File: src/hw/rtl/atrt_pkg.sv
// shared types and constants for the advertiser report table
`default_nettype none
package atrt_pkg;
    localparam int SLOTS = 8;
    localparam int SLOT_W = $clog2(SLOTS);
    localparam int SVC_BYTES = 16;
    localparam int LEN_W = 5;

    localparam logic [2:0] REG_MATCH_UUID = 3'd0;
    localparam logic [2:0] REG_LOUDEST = 3'd1;
    localparam logic [2:0] REG_QUIETEST = 3'd2;
    localparam logic [2:0] REG_REPORT_EVERY = 3'd3;
    localparam logic [2:0] REG_LOUDER_DB = 3'd4;
    localparam logic [2:0] REG_FORGET = 3'd5;
    localparam logic [2:0] REG_MOVE_HOLD = 3'd6;

    localparam logic REQ_ADVERT = 1'b0;
    localparam logic REQ_TICK = 1'b1;

    typedef struct packed {
        logic [47:0] addr;
        logic [1:0] addr_type;
        logic signed [10:0] avg_x4;
        logic [63:0] svc_low;
        logic [63:0] svc_high;
        logic [LEN_W-1:0] svc_len;
        logic [31:0] reported_at;
        logic signed [7:0] reported_rssi;
        logic reported;
    } t_slot;

    localparam int SLOT_BITS = $bits(t_slot);

    typedef struct packed {
        logic req_type;
        logic [31:0] now_ms;
        logic [47:0] adv_addr;
        logic [1:0] adv_addr_type;
        logic [15:0] adv_uuid;
        logic signed [7:0] adv_rssi;
        logic [63:0] adv_svc_low;
        logic [63:0] adv_svc_high;
        logic [7:0] adv_svc_len;
    } t_req;

    typedef struct packed {
        logic [SLOT_W-1:0] rep_slot;
        logic [47:0] rep_addr;
        logic [1:0] rep_addr_type;
        logic signed [7:0] rep_rssi;
        logic [63:0] rep_svc_low;
        logic [63:0] rep_svc_high;
        logic [LEN_W-1:0] rep_svc_len;
        logic rep_last;
    } t_rep;

    function automatic logic [63:0] keep_bytes(input logic [63:0] v, input logic [4:0] n);
        logic [63:0] m;
        m = '0;
        for (int b = 0; b < 8; b++) begin
            if (5'(b) < n) m[b*8 +: 8] = 8'hFF;
        end
        return v & m;
    endfunction
endpackage
`default_nettype wire

File: src/hw/rtl/atrt_if.sv
// valid/ready channel carrying one word
`default_nettype none
interface atrt_req_if;
    logic valid;
    logic ready;
    atrt_pkg::t_req data;
    modport source (output valid, output data, input ready);
    modport sink (input valid, input data, output ready);
endinterface

interface atrt_rep_if;
    logic valid;
    logic ready;
    atrt_pkg::t_rep data;
    modport source (output valid, output data, input ready);
    modport sink (input valid, input data, output ready);
endinterface
`default_nettype wire

File: src/hw/rtl/advert_tracker_report_table.sv
// advertiser table: slot ram, slot scan sequencer and report output
// an accepted advert runs a scan over every slot, then a read and a write back, then returns to
// idle; an advert that fails the id or signal check returns to idle from the scan state
// a tick reads, evaluates and steps for each slot, and may wait on the
// report output register; a report is held until the next due slot or the end of the walk
// throughput: one word at a time, the next word is taken only once the table is back in idle
// reset: synchronous active low; clears used flags, heard times and registers to defaults
// slot payload ram is not cleared; a slot is always written when it is allocated
`default_nettype none
module advert_tracker_report_table (
    input wire logic i_clk,
    input wire logic i_rst_n,
    atrt_req_if.sink i_req,
    atrt_rep_if.source o_rep,
    input wire logic psel,
    input wire logic penable,
    input wire logic pwrite,
    input wire logic [4:0] paddr,
    input wire logic [31:0] pwdata,
    output logic [31:0] prdata,
    output logic pready
);
    localparam int SW = atrt_pkg::SLOT_W;
    localparam logic [2:0] ST_IDLE = 3'd0;
    localparam logic [2:0] ST_SCAN = 3'd1;
    localparam logic [2:0] ST_AREAD = 3'd2;
    localparam logic [2:0] ST_AWRITE = 3'd3;
    localparam logic [2:0] ST_TREAD = 3'd4;
    localparam logic [2:0] ST_TEVAL = 3'd5;
    localparam logic [2:0] ST_TOUT = 3'd6;

    logic [15:0] r_match_uuid;
    logic signed [7:0] r_loudest, r_quietest;
    logic [31:0] r_report_every, r_forget, r_move_hold;
    logic [7:0] r_louder_db;

    logic [atrt_pkg::SLOTS-1:0] r_used;
    logic [31:0] r_heard [atrt_pkg::SLOTS];

    logic [2:0] r_state;
    atrt_pkg::t_req r_req;
    logic [SW:0] r_idx;
    logic [SW-1:0] r_sel, r_oldest, r_free;
    logic r_found, r_have_free, r_fresh;

    logic ram_we;
    logic [SW-1:0] ram_waddr, ram_raddr;
    atrt_pkg::t_slot ram_wdata, ram_rdata;

    logic r_rep_valid;
    atrt_pkg::t_rep r_rep;
    logic r_pend_valid;
    atrt_pkg::t_rep r_pend;
    atrt_pkg::t_rep pend_last;

    assign pready = 1'b1;
    wire cfg_we = psel && penable && pwrite;
    wire [2:0] cfg_idx = paddr[4:2];

    always_comb begin
        prdata = '0;
        unique case (cfg_idx)
            atrt_pkg::REG_MATCH_UUID: prdata = {16'd0, r_match_uuid};
            atrt_pkg::REG_LOUDEST: prdata = {{24{r_loudest[7]}}, r_loudest};
            atrt_pkg::REG_QUIETEST: prdata = {{24{r_quietest[7]}}, r_quietest};
            atrt_pkg::REG_REPORT_EVERY: prdata = r_report_every;
            atrt_pkg::REG_LOUDER_DB: prdata = {24'd0, r_louder_db};
            atrt_pkg::REG_FORGET: prdata = r_forget;
            atrt_pkg::REG_MOVE_HOLD: prdata = r_move_hold;
            default: prdata = '0;
        endcase
    end

    always_ff @(posedge i_clk) begin
        if (!i_rst_n) begin
            r_match_uuid <= 16'hFFF6;
            r_loudest <= -8'sd15;
            r_quietest <= -8'sd110;
            r_report_every <= 32'd10000;
            r_louder_db <= 8'd6;
            r_forget <= 32'd30000;
            r_move_hold <= 32'd1000;
        end else if (cfg_we) begin
            priority case (cfg_idx)
                atrt_pkg::REG_MATCH_UUID: r_match_uuid <= pwdata[15:0];
                atrt_pkg::REG_LOUDEST: r_loudest <= pwdata[7:0];
                atrt_pkg::REG_QUIETEST: r_quietest <= pwdata[7:0];
                atrt_pkg::REG_REPORT_EVERY: r_report_every <= pwdata;
                atrt_pkg::REG_LOUDER_DB: r_louder_db <= pwdata[7:0];
                atrt_pkg::REG_FORGET: r_forget <= pwdata;
                atrt_pkg::REG_MOVE_HOLD: r_move_hold <= pwdata;
                default: ;
            endcase
        end
    end

    atrt_ram #(.WIDTH(atrt_pkg::SLOT_BITS), .DEPTH(atrt_pkg::SLOTS)) u_slot_ram (
        .i_clk(i_clk), .i_we(ram_we), .i_waddr(ram_waddr), .i_wdata(ram_wdata),
        .i_raddr(ram_raddr), .o_rdata(ram_rdata)
    );

    // address match needs the stored address: keep a small copy in flops
    logic [47:0] r_addr [atrt_pkg::SLOTS];

    wire [SW-1:0] scan_i = r_idx[SW-1:0];
    wire rssi_ok = (r_req.adv_rssi < r_loudest) && !(r_req.adv_rssi < r_quietest);
    wire adv_ok = (r_req.adv_uuid == r_match_uuid) && rssi_ok;

    // advert update arithmetic
    logic [4:0] len_c;
    logic signed [10:0] r4, avg_n;
    logic signed [11:0] diff;
    logic signed [11:0] dq;
    always_comb begin
        len_c = (r_req.adv_svc_len > 8'(atrt_pkg::SVC_BYTES)) ? 5'(atrt_pkg::SVC_BYTES)
              : r_req.adv_svc_len[4:0];
        r4 = 11'(r_req.adv_rssi) <<< 2;
        diff = 12'(r4) - 12'(ram_rdata.avg_x4);
        // truncate toward zero
        dq = (diff + (diff[11] ? 12'sd3 : 12'sd0)) >>> 2;
        avg_n = r_fresh ? r4 : 11'(12'(ram_rdata.avg_x4) + dq);
    end

    // tick evaluation
    logic [31:0] age, since_rep, gap;
    logic signed [7:0] rs;
    logic signed [8:0] d;
    logic [8:0] dabs;
    logic due, stale;
    logic [10:0] av_adj;
    always_comb begin
        age = r_req.now_ms - r_heard[r_sel];
        stale = age > r_forget;
        av_adj = 11'(ram_rdata.avg_x4 + (ram_rdata.avg_x4[10] ? 11'sd3 : 11'sd0));
        rs = 8'(signed'(av_adj) >>> 2);
        since_rep = r_req.now_ms - ram_rdata.reported_at;
        gap = r_heard[r_sel] - ram_rdata.reported_at;
        d = 9'(rs) - 9'(ram_rdata.reported_rssi);
        dabs = d[8] ? 9'(-d) : 9'(d);
        due = !ram_rdata.reported
            || (gap != 32'd0 && !gap[31] && since_rep >= r_report_every)
            || (ram_rdata.reported && dabs >= {1'b0, r_louder_db} && since_rep >= r_move_hold);
    end

    wire out_free = !r_rep_valid || o_rep.ready;
    wire rep_now = r_used[r_sel] && !stale && due;
    // a newly due slot pushes the held report out, so wait until the output register is free
    wire teval_stall = (r_state == ST_TEVAL) && rep_now && r_pend_valid && !out_free;
    wire emit_mid = (r_state == ST_TEVAL) && rep_now && r_pend_valid && out_free;
    wire emit_last = (r_state == ST_TOUT) && (r_sel == SW'(atrt_pkg::SLOTS-1))
                     && r_pend_valid && out_free;

    assign i_req.ready = (r_state == ST_IDLE);
    assign o_rep.valid = r_rep_valid;
    assign o_rep.data = r_rep;

    always_comb begin
        pend_last = r_pend;
        pend_last.rep_last = 1'b1;
    end

    always_comb begin
        ram_we = 1'b0;
        ram_waddr = r_sel;
        ram_raddr = r_sel;
        ram_wdata = ram_rdata;
        if (r_state == ST_AWRITE) begin
            ram_we = 1'b1;
            ram_wdata.addr = r_req.adv_addr;
            ram_wdata.addr_type = r_req.adv_addr_type;
            ram_wdata.avg_x4 = avg_n;
            ram_wdata.svc_len = len_c;
            ram_wdata.svc_low = atrt_pkg::keep_bytes(r_req.adv_svc_low, len_c);
            ram_wdata.svc_high = atrt_pkg::keep_bytes(r_req.adv_svc_high,
                (len_c > 5'd8) ? len_c - 5'd8 : 5'd0);
            if (r_fresh) begin
                ram_wdata.reported_at = '0;
                ram_wdata.reported_rssi = '0;
                ram_wdata.reported = 1'b0;
            end
        end else if (r_state == ST_TEVAL && rep_now && !teval_stall) begin
            ram_we = 1'b1;
            ram_wdata.reported = 1'b1;
            ram_wdata.reported_at = r_req.now_ms;
            ram_wdata.reported_rssi = rs;
        end
    end

    // report output register
    always_ff @(posedge i_clk) begin
        if (!i_rst_n) begin
            r_rep_valid <= 1'b0;
        end else if (emit_mid || emit_last) begin
            r_rep <= emit_last ? pend_last : r_pend;
            r_rep_valid <= 1'b1;
        end else if (o_rep.ready) begin
            r_rep_valid <= 1'b0;
        end
    end

    always_ff @(posedge i_clk) begin
        if (!i_rst_n) begin
            r_state <= ST_IDLE;
            r_used <= '0;
            r_pend_valid <= 1'b0;
            for (int k = 0; k < atrt_pkg::SLOTS; k++) r_heard[k] <= '0;
        end else begin
            unique case (r_state)
                ST_IDLE: begin
                    if (i_req.valid) begin
                        r_req <= i_req.data;
                        r_idx <= '0;
                        r_found <= 1'b0;
                        r_have_free <= 1'b0;
                        r_oldest <= '0;
                        r_sel <= '0;
                        r_pend_valid <= 1'b0;
                        r_state <= (i_req.data.req_type == atrt_pkg::REQ_TICK) ? ST_TREAD
                                 : ST_SCAN;
                    end
                end
                ST_SCAN: begin
                    if (!adv_ok) begin
                        r_state <= ST_IDLE;
                    end else if (r_idx == (SW+1)'(atrt_pkg::SLOTS)) begin
                        r_sel <= r_found ? r_sel : (r_have_free ? r_free : r_oldest);
                        r_fresh <= !r_found;
                        r_state <= ST_AREAD;
                    end else begin
                        if (!r_found) begin
                            if (r_used[scan_i] && r_addr[scan_i] == r_req.adv_addr) begin
                                r_found <= 1'b1;
                                r_sel <= scan_i;
                            end else begin
                                if (!r_used[scan_i] && !r_have_free) begin
                                    r_have_free <= 1'b1;
                                    r_free <= scan_i;
                                end
                                if (r_heard[scan_i] < r_heard[r_oldest]) r_oldest <= scan_i;
                            end
                        end
                        r_idx <= r_idx + 1'b1;
                    end
                end
                ST_AREAD: r_state <= ST_AWRITE;
                ST_AWRITE: begin
                    r_used[r_sel] <= 1'b1;
                    r_addr[r_sel] <= r_req.adv_addr;
                    r_heard[r_sel] <= r_req.now_ms;
                    r_state <= ST_IDLE;
                end
                ST_TREAD: r_state <= ST_TEVAL;
                ST_TEVAL: begin
                    if (!teval_stall) begin
                        if (r_used[r_sel] && stale) r_used[r_sel] <= 1'b0;
                        if (rep_now) begin
                            r_pend_valid <= 1'b1;
                            r_pend.rep_slot <= r_sel;
                            r_pend.rep_addr <= ram_rdata.addr;
                            r_pend.rep_addr_type <= ram_rdata.addr_type;
                            r_pend.rep_rssi <= rs;
                            r_pend.rep_svc_low <= ram_rdata.svc_low;
                            r_pend.rep_svc_high <= ram_rdata.svc_high;
                            r_pend.rep_svc_len <= ram_rdata.svc_len;
                            r_pend.rep_last <= 1'b0;
                        end
                        r_state <= ST_TOUT;
                    end
                end
                ST_TOUT: begin
                    // held report goes out once the next one is known or the walk ends
                    if (r_sel == SW'(atrt_pkg::SLOTS-1)) begin
                        if (!r_pend_valid) r_state <= ST_IDLE;
                        else if (out_free) begin
                            r_pend_valid <= 1'b0;
                            r_state <= ST_IDLE;
                        end
                    end else begin
                        r_sel <= r_sel + 1'b1;
                        r_state <= ST_TREAD;
                    end
                end
                default: r_state <= ST_IDLE;
            endcase
        end
    end

    assert property (@(posedge i_clk) disable iff (!i_rst_n)
        o_rep.valid && !o_rep.ready |=> o_rep.valid && $stable(o_rep.data))
        else $error("report word changed while stalled");
    assert property (@(posedge i_clk) disable iff (!i_rst_n)
        r_state == ST_AWRITE |=> r_used[$past(r_sel)])
        else $error("allocated slot not marked used");
    assert property (@(posedge i_clk) disable iff (!i_rst_n)
        i_req.valid && i_req.ready |=> r_state != ST_IDLE)
        else $error("accepted word did not start work");
endmodule
`default_nettype wire

File: src/hw/rtl/atrt_ram.sv
// generic simple dual port ram (separate write and read addresses) with registered read
`default_nettype none
module atrt_ram #(
    parameter int WIDTH = 8,
    parameter int DEPTH = 8
) (
    input wire logic i_clk,
    input wire logic i_we,
    input wire logic [$clog2(DEPTH)-1:0] i_waddr,
    input wire logic [WIDTH-1:0] i_wdata,
    input wire logic [$clog2(DEPTH)-1:0] i_raddr,
    output logic [WIDTH-1:0] o_rdata
);
    logic [WIDTH-1:0] r_mem [DEPTH];
    always_ff @(posedge i_clk) begin
        if (i_we) r_mem[i_waddr] <= i_wdata;
        o_rdata <= r_mem[i_raddr];
    end
endmodule
`default_nettype wire

File: src/flat_wrapper.sv
// flat-port wrapper written by rule: the top's interface ports become plain ports
module advert_tracker_report_table_flat 
  (i_clk, i_rst_n, psel, penable, pwrite, paddr, pwdata, prdata, pready, i_req_valid, i_req_data, i_req_ready, o_rep_valid, o_rep_data, o_rep_ready);
  atrt_req_if i_req_i ();
  atrt_rep_if o_rep_i ();
  input wire logic i_clk;
  input wire logic i_rst_n;
  input wire logic psel;
  input wire logic penable;
  input wire logic pwrite;
  input wire logic [4:0] paddr;
  input wire logic [31:0] pwdata;
  output logic [31:0] prdata;
  output logic pready;
  input wire logic [$bits(i_req_i.valid)-1:0] i_req_valid;
  input wire logic [$bits(i_req_i.data)-1:0] i_req_data;
  output wire logic [$bits(i_req_i.ready)-1:0] i_req_ready;
  output wire logic [$bits(o_rep_i.valid)-1:0] o_rep_valid;
  output wire logic [$bits(o_rep_i.data)-1:0] o_rep_data;
  input wire logic [$bits(o_rep_i.ready)-1:0] o_rep_ready;
  assign i_req_i.valid = i_req_valid;
  assign i_req_i.data = i_req_data;
  assign i_req_ready = i_req_i.ready;
  assign o_rep_valid = o_rep_i.valid;
  assign o_rep_data = o_rep_i.data;
  assign o_rep_i.ready = o_rep_ready;
  advert_tracker_report_table u_core (.i_clk(i_clk), .i_rst_n(i_rst_n), .i_req(i_req_i), .o_rep(o_rep_i), .psel(psel), .penable(penable), .pwrite(pwrite), .paddr(paddr), .pwdata(pwdata), .prdata(prdata), .pready(pready));
endmodule
File: config.mk
export PLATFORM = sky130hd
export DESIGN_NAME = advert_tracker_report_table_flat
export DESIGN_NICKNAME = d
export VERILOG_FILES = /design/src/hw/rtl/atrt_pkg.sv /design/src/hw/rtl/atrt_if.sv /design/src/hw/rtl/advert_tracker_report_table.sv /design/src/hw/rtl/atrt_ram.sv /design/src/flat_wrapper.sv
export SDC_FILE = /design/constraint.sdc
export NUM_CORES = 2
export LEC_CHECK = 0
export BUFFER_PORTS_ARGS = -buffer_cell sky130_fd_sc_hd__buf_2
export CAP_MARGIN = 20
export CORE_MARGIN = 2
export CORE_UTILIZATION = 35
export DETAILED_ROUTE_END_ITERATION = 16
export GPL_ROUTABILITY_DRIVEN = 0
export HOLD_SLACK_MARGIN = 0.06
export PLACE_DENSITY = 0.55
export SYNTH_ARGS = -nofsm -noshare
export SYNTH_HDL_FRONTEND = slang
export SYNTH_HIERARCHICAL = 1
export SYNTH_SLANG_ARGS = --single-unit
File: constraint.sdc
create_clock -name i_clk -period 26.1 [get_ports i_clk]
set_input_delay 1.305 -clock i_clk [delete_from_list [all_inputs] [get_ports i_clk]]
set_output_delay 1.305 -clock i_clk [all_outputs]
set_load 0.02 [all_outputs]
* After elaboration in Yosys (flattened, before gate mapping)
Memories as Yosys holds them, arrays and structs flattened. A register that Yosys moved wholly into a read port is not among the register bits. Index checks and enable logic that the tools add are counted.
Word-level totals: bits in writable memories 2520, logic and storage cells 303, output and inout bits 230, flip-flop bits (word level) 796, memories 3, input bits 287
Memories:
- u_core.u_slot_ram.r_mem | depth 8, bits a word 235, read ports 1, clocked after Yosys merged registers in 1, write ports 1, RTL line atrt_ram.sv:14 | logic [WIDTH-1:0] r_mem [DEPTH];
- u_core.r_addr | depth 8, bits a word 48, read ports 1, clocked after Yosys merged registers in 1, write ports 1, RTL line advert_tracker_report_table.sv:103 | logic [47:0] r_addr [atrt_pkg::SLOTS];
- u_core.r_heard | depth 8, bits a word 32, read ports 3, clocked after Yosys merged registers in 3, write ports 8, RTL line advert_tracker_report_table.sv:38 | logic [31:0] r_heard [atrt_pkg::SLOTS];
Cells by class: $lt $le $gt $ge 28, equal/unequal tests 31, multiplexer cells 115, add/sub/neg operators 12, reduce and logical (&&, ||, !) cells 64, bitwise gates (word level) 9
Operators with widths (number):
- 8-bit 2-to-1 mux | 34
- 32-bit case mux with 7 select lines | 1
- 194-bit 2-to-1 mux | 1
- 64-bit bitwise AND | 2
- 41-bit 2-to-1 mux | 3
- 32-bit subtractor | 3
- 3-bit 2-to-1 mux | 26
- 32-bit >= comparator | 2
- 48-bit == test | 1
- 3-bit by 5-bit < comparator with 1-bit output (first input constant) | 8
- 32-bit greater-than comparator | 1
- 32-bit < comparator | 1
- 32-bit 2-to-1 mux | 1
- 32-bit nonzero test | 1
- 32-bit OR reduction | 1
- 1-bit 2-to-1 mux | 29
- 1-bit logical AND | 22
- 3-bit == test (second input constant) | 7
- 1-bit by 5-bit < comparator with 1-bit output (first input constant) | 4
- 2-bit by 5-bit < comparator with 1-bit output (first input constant) | 4
- 3-bit case mux with 6 select lines | 1
- 16-bit == test | 1
- 8-bit < comparator | 2
- 2-bit inequality test (second input constant) | 8
- other kinds (49) | 95

* Logic depth before layout (Yosys ltp)
depth in word-level cells 19, gate-level depth with buffers 35, depth with buffers taken out 32

* Cells and area by module
Netlist, hierarchy kept.
Modules (own cells, without submodules):
- atrt_ram | times used 1, cells an instance 2963, area an instance 75193.4 µm²
- advert_tracker_report_table | times used 1, cells an instance 5015, area an instance 69833.2 µm²

* Worst setup path before layout
OpenSTA, ideal clock, no wires.
path kind register to register, start reg (tool-made name), end mem u_core/u_slot_ram/r_mem[4][0] (netlist bit) (enable), data arrival time 22.805 ns, stages on the path, launching flop included 35, setup slack 2.177 ns, cells stage by stage dfxtp_1 -> clkbuf_1 -> buf_1 -> mux4_2 -> mux2i_1 -> inv_1 -> ha_1 -> inv_1 -> fa_1 -> a211oi_1 -> o21ai_0 -> a211oi_1 -> a31o_2 -> nor3_1 -> o31ai_1 -> o211ai_1 -> a31o_2 -> o41ai_1 -> o21bai_1 -> a21oi_1 -> xnor2_1 -> ha_1 -> nand4_1 -> nor2_1 -> nand3_1 -> nor3_1 -> nand4_1 -> o31ai_1 -> o211a_1 -> o31ai_4 -> nor3_4 -> clkbuf_1 -> nand2b_1 -> nand2_1 -> nor3_1
RTL lines (RTL line):
- end, declared | atrt_ram.sv:14

==> qor.csv <==
metric;value;unit
result of the run;finished, final reports clean;
Setup TNS;0;ns
combined flip-flop and latch cell area;103000;um^2
dominant synthesized flop cell;sky130_fd_sc_hd__edfxtp_1;
master cell of the clock root buffer;sky130_fd_sc_hd__clkbuf_16;
pin count of the biggest net entering global routing;128;
Overall Global Routing Usage;18.1;%
startpoint of the worst hold path;u_core/pend_last[8];
Filler Cell Count;37000;
number of ports placed on the die boundary;517;
number of warnings reported in the yosys synthesis log;6;
largest incremental delay on the critical path;0.95;ns
kind of path behind the tightest hold check;register to register;
Post-CTS Hold Buffers;0;
number of design-rule violations left by the first detailed-router iteration;6319;
cell count after placement;13700;
sequential share of power;48.2;%
antenna-violating nets left;0;
Combinational Power Share;12.2;%
Endpoint, Worst Hold;u_core/o_rep.data[8];
share of flip-flops with an asynchronous set or reset after synthesis;0;%
clk slew on worst S/H paths;0.06;ns
total wire length after detailed routing;387000;um
type of the worst setup path;register to register;
worst setup slack for register-to-register paths;13.05;ns
HPWL after detailed placement;227000;um
CTS Sinks;3560;
post-CTS resize count;0;
final count of pins violating max slew;0;
clock latency on the worst-skew pair;0.97;ns
routed vias;76400;
Nets;9227;
post-route DRC violation count;0;
Mapped Cells;7978;
post-synth top area share;65.6;%
cell accounting for the most synthesized area;sky130_fd_sc_hd__edfxtp_1;
RSZ-0062 raised after global routing;false;
switching power total;3.33;mW
Power Internal;10.2;mW
maximum clock skew at final layout;0.0695;ns
Core Area;413000;um^2
number of enable-type register cells in the synthesized netlist;3167;
total overflow reported by the global router;0;
# rows;236;
relative area change from synthesis to final layout;15.0;%
post-layout power;13.5;mW
Worst Hold Path Cells;0;
data arrival time at the worst-slack endpoint;13.61;ns
sequential-to-total area share from yosys stat;71.0;%
TritonRoute pass-1 iters;5;
shortest clock period the worst path allows after layout;13.05;ns
vertical die dimension;648;um
transition at the pin with the smallest max-transition slack;1.11;ns
number of antenna violations at the first check in global routing;45;
nature of the critical path endpoint;register;
filler-free cell count of the finished design;14500;
FMAX;76.6;MHz
final design area excluding fillers;167000;um^2
flip-flop and latch count after synthesis;3560;
vias in the first global route;79200;
total area of multi-input combinational cells;39700;um^2
Netlist Area Pre-Place;145000;um^2
switching portion of total power;24.7;%
max-capacitance violation count;0;
critical-path maximum fanout;43;
CTS tree;built;
CTS buffer count;378;
Leak;56.1;nW
wire length of the first global-routing pass;558000;um
Longest Clk Path Bufs;4;
# setup viols final;0;
number of nets in the synthesized netlist;8547;
Clk pwr share;39.5;%
required time reported for the critical path endpoint;26.66;ns
capturing point of the worst reg2reg path;u_core/u_slot_ram/r_mem[7][80];
vias per cell;5.28;
Synth top cells by count;3167 x sky130_fd_sc_hd__edfxtp_1, 766 x sky130_fd_sc_hd__mux4_2, 539 x sky130_fd_sc_hd__nand2_1, 393 x sky130_fd_sc_hd__dfxtp_1, 283 x sky130_fd_sc_hd__mux2_2;
# H-tree levels;5;
critical path's slowest cell;sky130_fd_sc_hd__dfxtp_2;
final period utilization;50.0;%
cell type with the highest occurrence count on the critical path;sky130_fd_sc_hd__buf_4;
post-CTS setup buffer count;0;
largest voltage drop on the vdd net;0.0000599;V
leading post-synthesis cells by cell area;sky130_fd_sc_hd__edfxtp_1 66%, sky130_fd_sc_hd__mux4_2 12%, sky130_fd_sc_hd__dfxtp_1 5.4%;
detailed-route wire length per cell;26.8;um
max-slew headroom at the worst pin;26.0;%
Startpoint Class;register;
die footprint;420000;um^2
fraction of final layout cells with drive strength greater than 1;26.2;%
Avg Inst Size Synth;18.2;um^2
Final Hold Vio Count;0;
number of port buffers;513;
initial core utilization;35.1;%
Synth cell types;85;
most instantiated library cell after synthesis;sky130_fd_sc_hd__edfxtp_1;
FF-to-FF path depth;35;
Power Dens Cells;80.9;nW/um^2
placement-stage cell area;154000;um^2
post-layout utilization of the core;40.4;%
Die Span X;648;um
==> kinds of logic after synthesis <==
kind of cell | Yosys count | synth area share [%]
AOI/OAI and AO/OA | 859 | 4.19
and+or+nand+nor | 1282 | 4.32
buffers and inverters | 616 | 1.81
muxes | 1197 | 15.1
other | 1 | 0.00259
DFF | 3560 | 71.0
adders and majority gates | 282 | 2.46
xor gates and xnor gates | 181 | 1.09
==> cell usage in the layout, fill, tap and decap left out, types with 68 or more instances in the layout <==
cell type                   netlist  layout
sky130_fd_sc_hd__edfxtp_1      3167    3167
sky130_fd_sc_hd__nor2_1         135     122
sky130_fd_sc_hd__buf_2           48     512
sky130_fd_sc_hd__nand3_1         68      68
sky130_fd_sc_hd__and2_1         265     264
sky130_fd_sc_hd__o21ai_0        140     135
sky130_fd_sc_hd__a22o_1         168     168
sky130_fd_sc_hd__dfxtp_1        393     384
sky130_fd_sc_hd__mux2_2         283     283
sky130_fd_sc_hd__clkbuf_16        0     384
sky130_fd_sc_hd__inv_1          242     242
sky130_fd_sc_hd__a21oi_1        152     150
sky130_fd_sc_hd__mux2i_1        147     147
sky130_fd_sc_hd__clkbuf_1       235      77
sky130_fd_sc_hd__nand2_1        539     539
sky130_fd_sc_hd__a21boi_0        90      90
sky130_fd_sc_hd__buf_4           10     142
sky130_fd_sc_hd__xnor2_1        120     120
sky130_fd_sc_hd__mux4_2         766     766
sky130_fd_sc_hd__ha_1           277     277
==> area by class of cell <==
cell class | instances | share of cell area (%)
Sequential cell | 3560 | 61.7
Multi-Input combinational cell | 3802 | 23.8
Clock buffer | 500 | 6.26
Tap cell | 5474 | 4.11
Timing Repair Buffer | 673 | 2.39
Clock inverter | 201 | 1.15
Inverter | 243 | 0.547
Antenna cell | 16 | 0.0240
==> per-stage QoR <==
stage	hold slack [ns]	setup WS (ns)
2_1_floorplan	0.400	2.18
3_3_place_gp	0.401	12.87
3_5_place_dp	0.405	12.91
4_1_cts	0.412	12.87
5_1_grt	0.422	12.27
6_report	0.417	13.05
==> flip-flops by register name, summed over array words and instances (netlist names), 16 cells and up, named ones only <==
signal / cells
u_core/u_slot_ram/r_mem: 1880
u_core/r_addr: 384
u_core/r_heard: 256
u_core/u_slot_ram/o_rdata: 235
u_core/r_req: 234
u_core/o_rep.data: 195
u_core/pend_last: 194
u_core/r_forget: 32
u_core/r_move_hold: 32
u_core/r_report_every: 32
u_core/r_match_uuid: 16
==> layer usage <==
layer  track usage, %  up-vias  part of all wire, %
met5                0        -                0.044
met4             5.60       28                  3.0
met1             24.5    40200                   43
met3             2.96      609                  6.0
li1                 -    33100                    -
met2             29.9     2454                   48
==> how the worst max path moves through the flow <==
stage / slack [ns] / to
global route: 12.27 / u_core/u_slot_ram/r_mem[7][80]
detailed placement: 12.91 / u_core/u_slot_ram/r_mem[7][65]
CTS: 12.87 / u_core/u_slot_ram/r_mem[7][90]
global placement: 12.87 / u_core/u_slot_ram/r_mem[7][65]
floorplan: 2.18 / u_core/u_slot_ram/r_mem[4][0]
finish: 13.05 / u_core/u_slot_ram/r_mem[7][80]
==> power by group through the flow <==
| stage | combinational (mW) | sequential [mW] | clock (mW) |
|---|---|---|---|
| after floorplan | 1.19 | 6.56 | 0 |
| after global placement | 1.62 | 6.62 | 0 |
| after detailed placement | 1.65 | 6.62 | 0 |
| after CTS | 1.66 | 6.51 | 5.47 |
| after global routing | 1.81 | 6.52 | 5.68 |
| final | 1.65 | 6.51 | 5.33 |
==> critical path, delay by kind of cell (launching register included) <==
| kind | cells | cell delay (ns) |
|---|---|---|
| AND/OR/NAND/NOR | 10 | 1.90 |
| buffers and inverters | 7 | 4.03 |
| adder cells (fa/ha/maj) | 2 | 0.75 |
| multiplexers | 2 | 1.23 |
| XOR/XNOR | 1 | 0.17 |
| AO/OA/AOI/OAI | 13 | 3.53 |
| flip-flops | 1 | 0.95 |
Power figures use the tool's default switching activity.
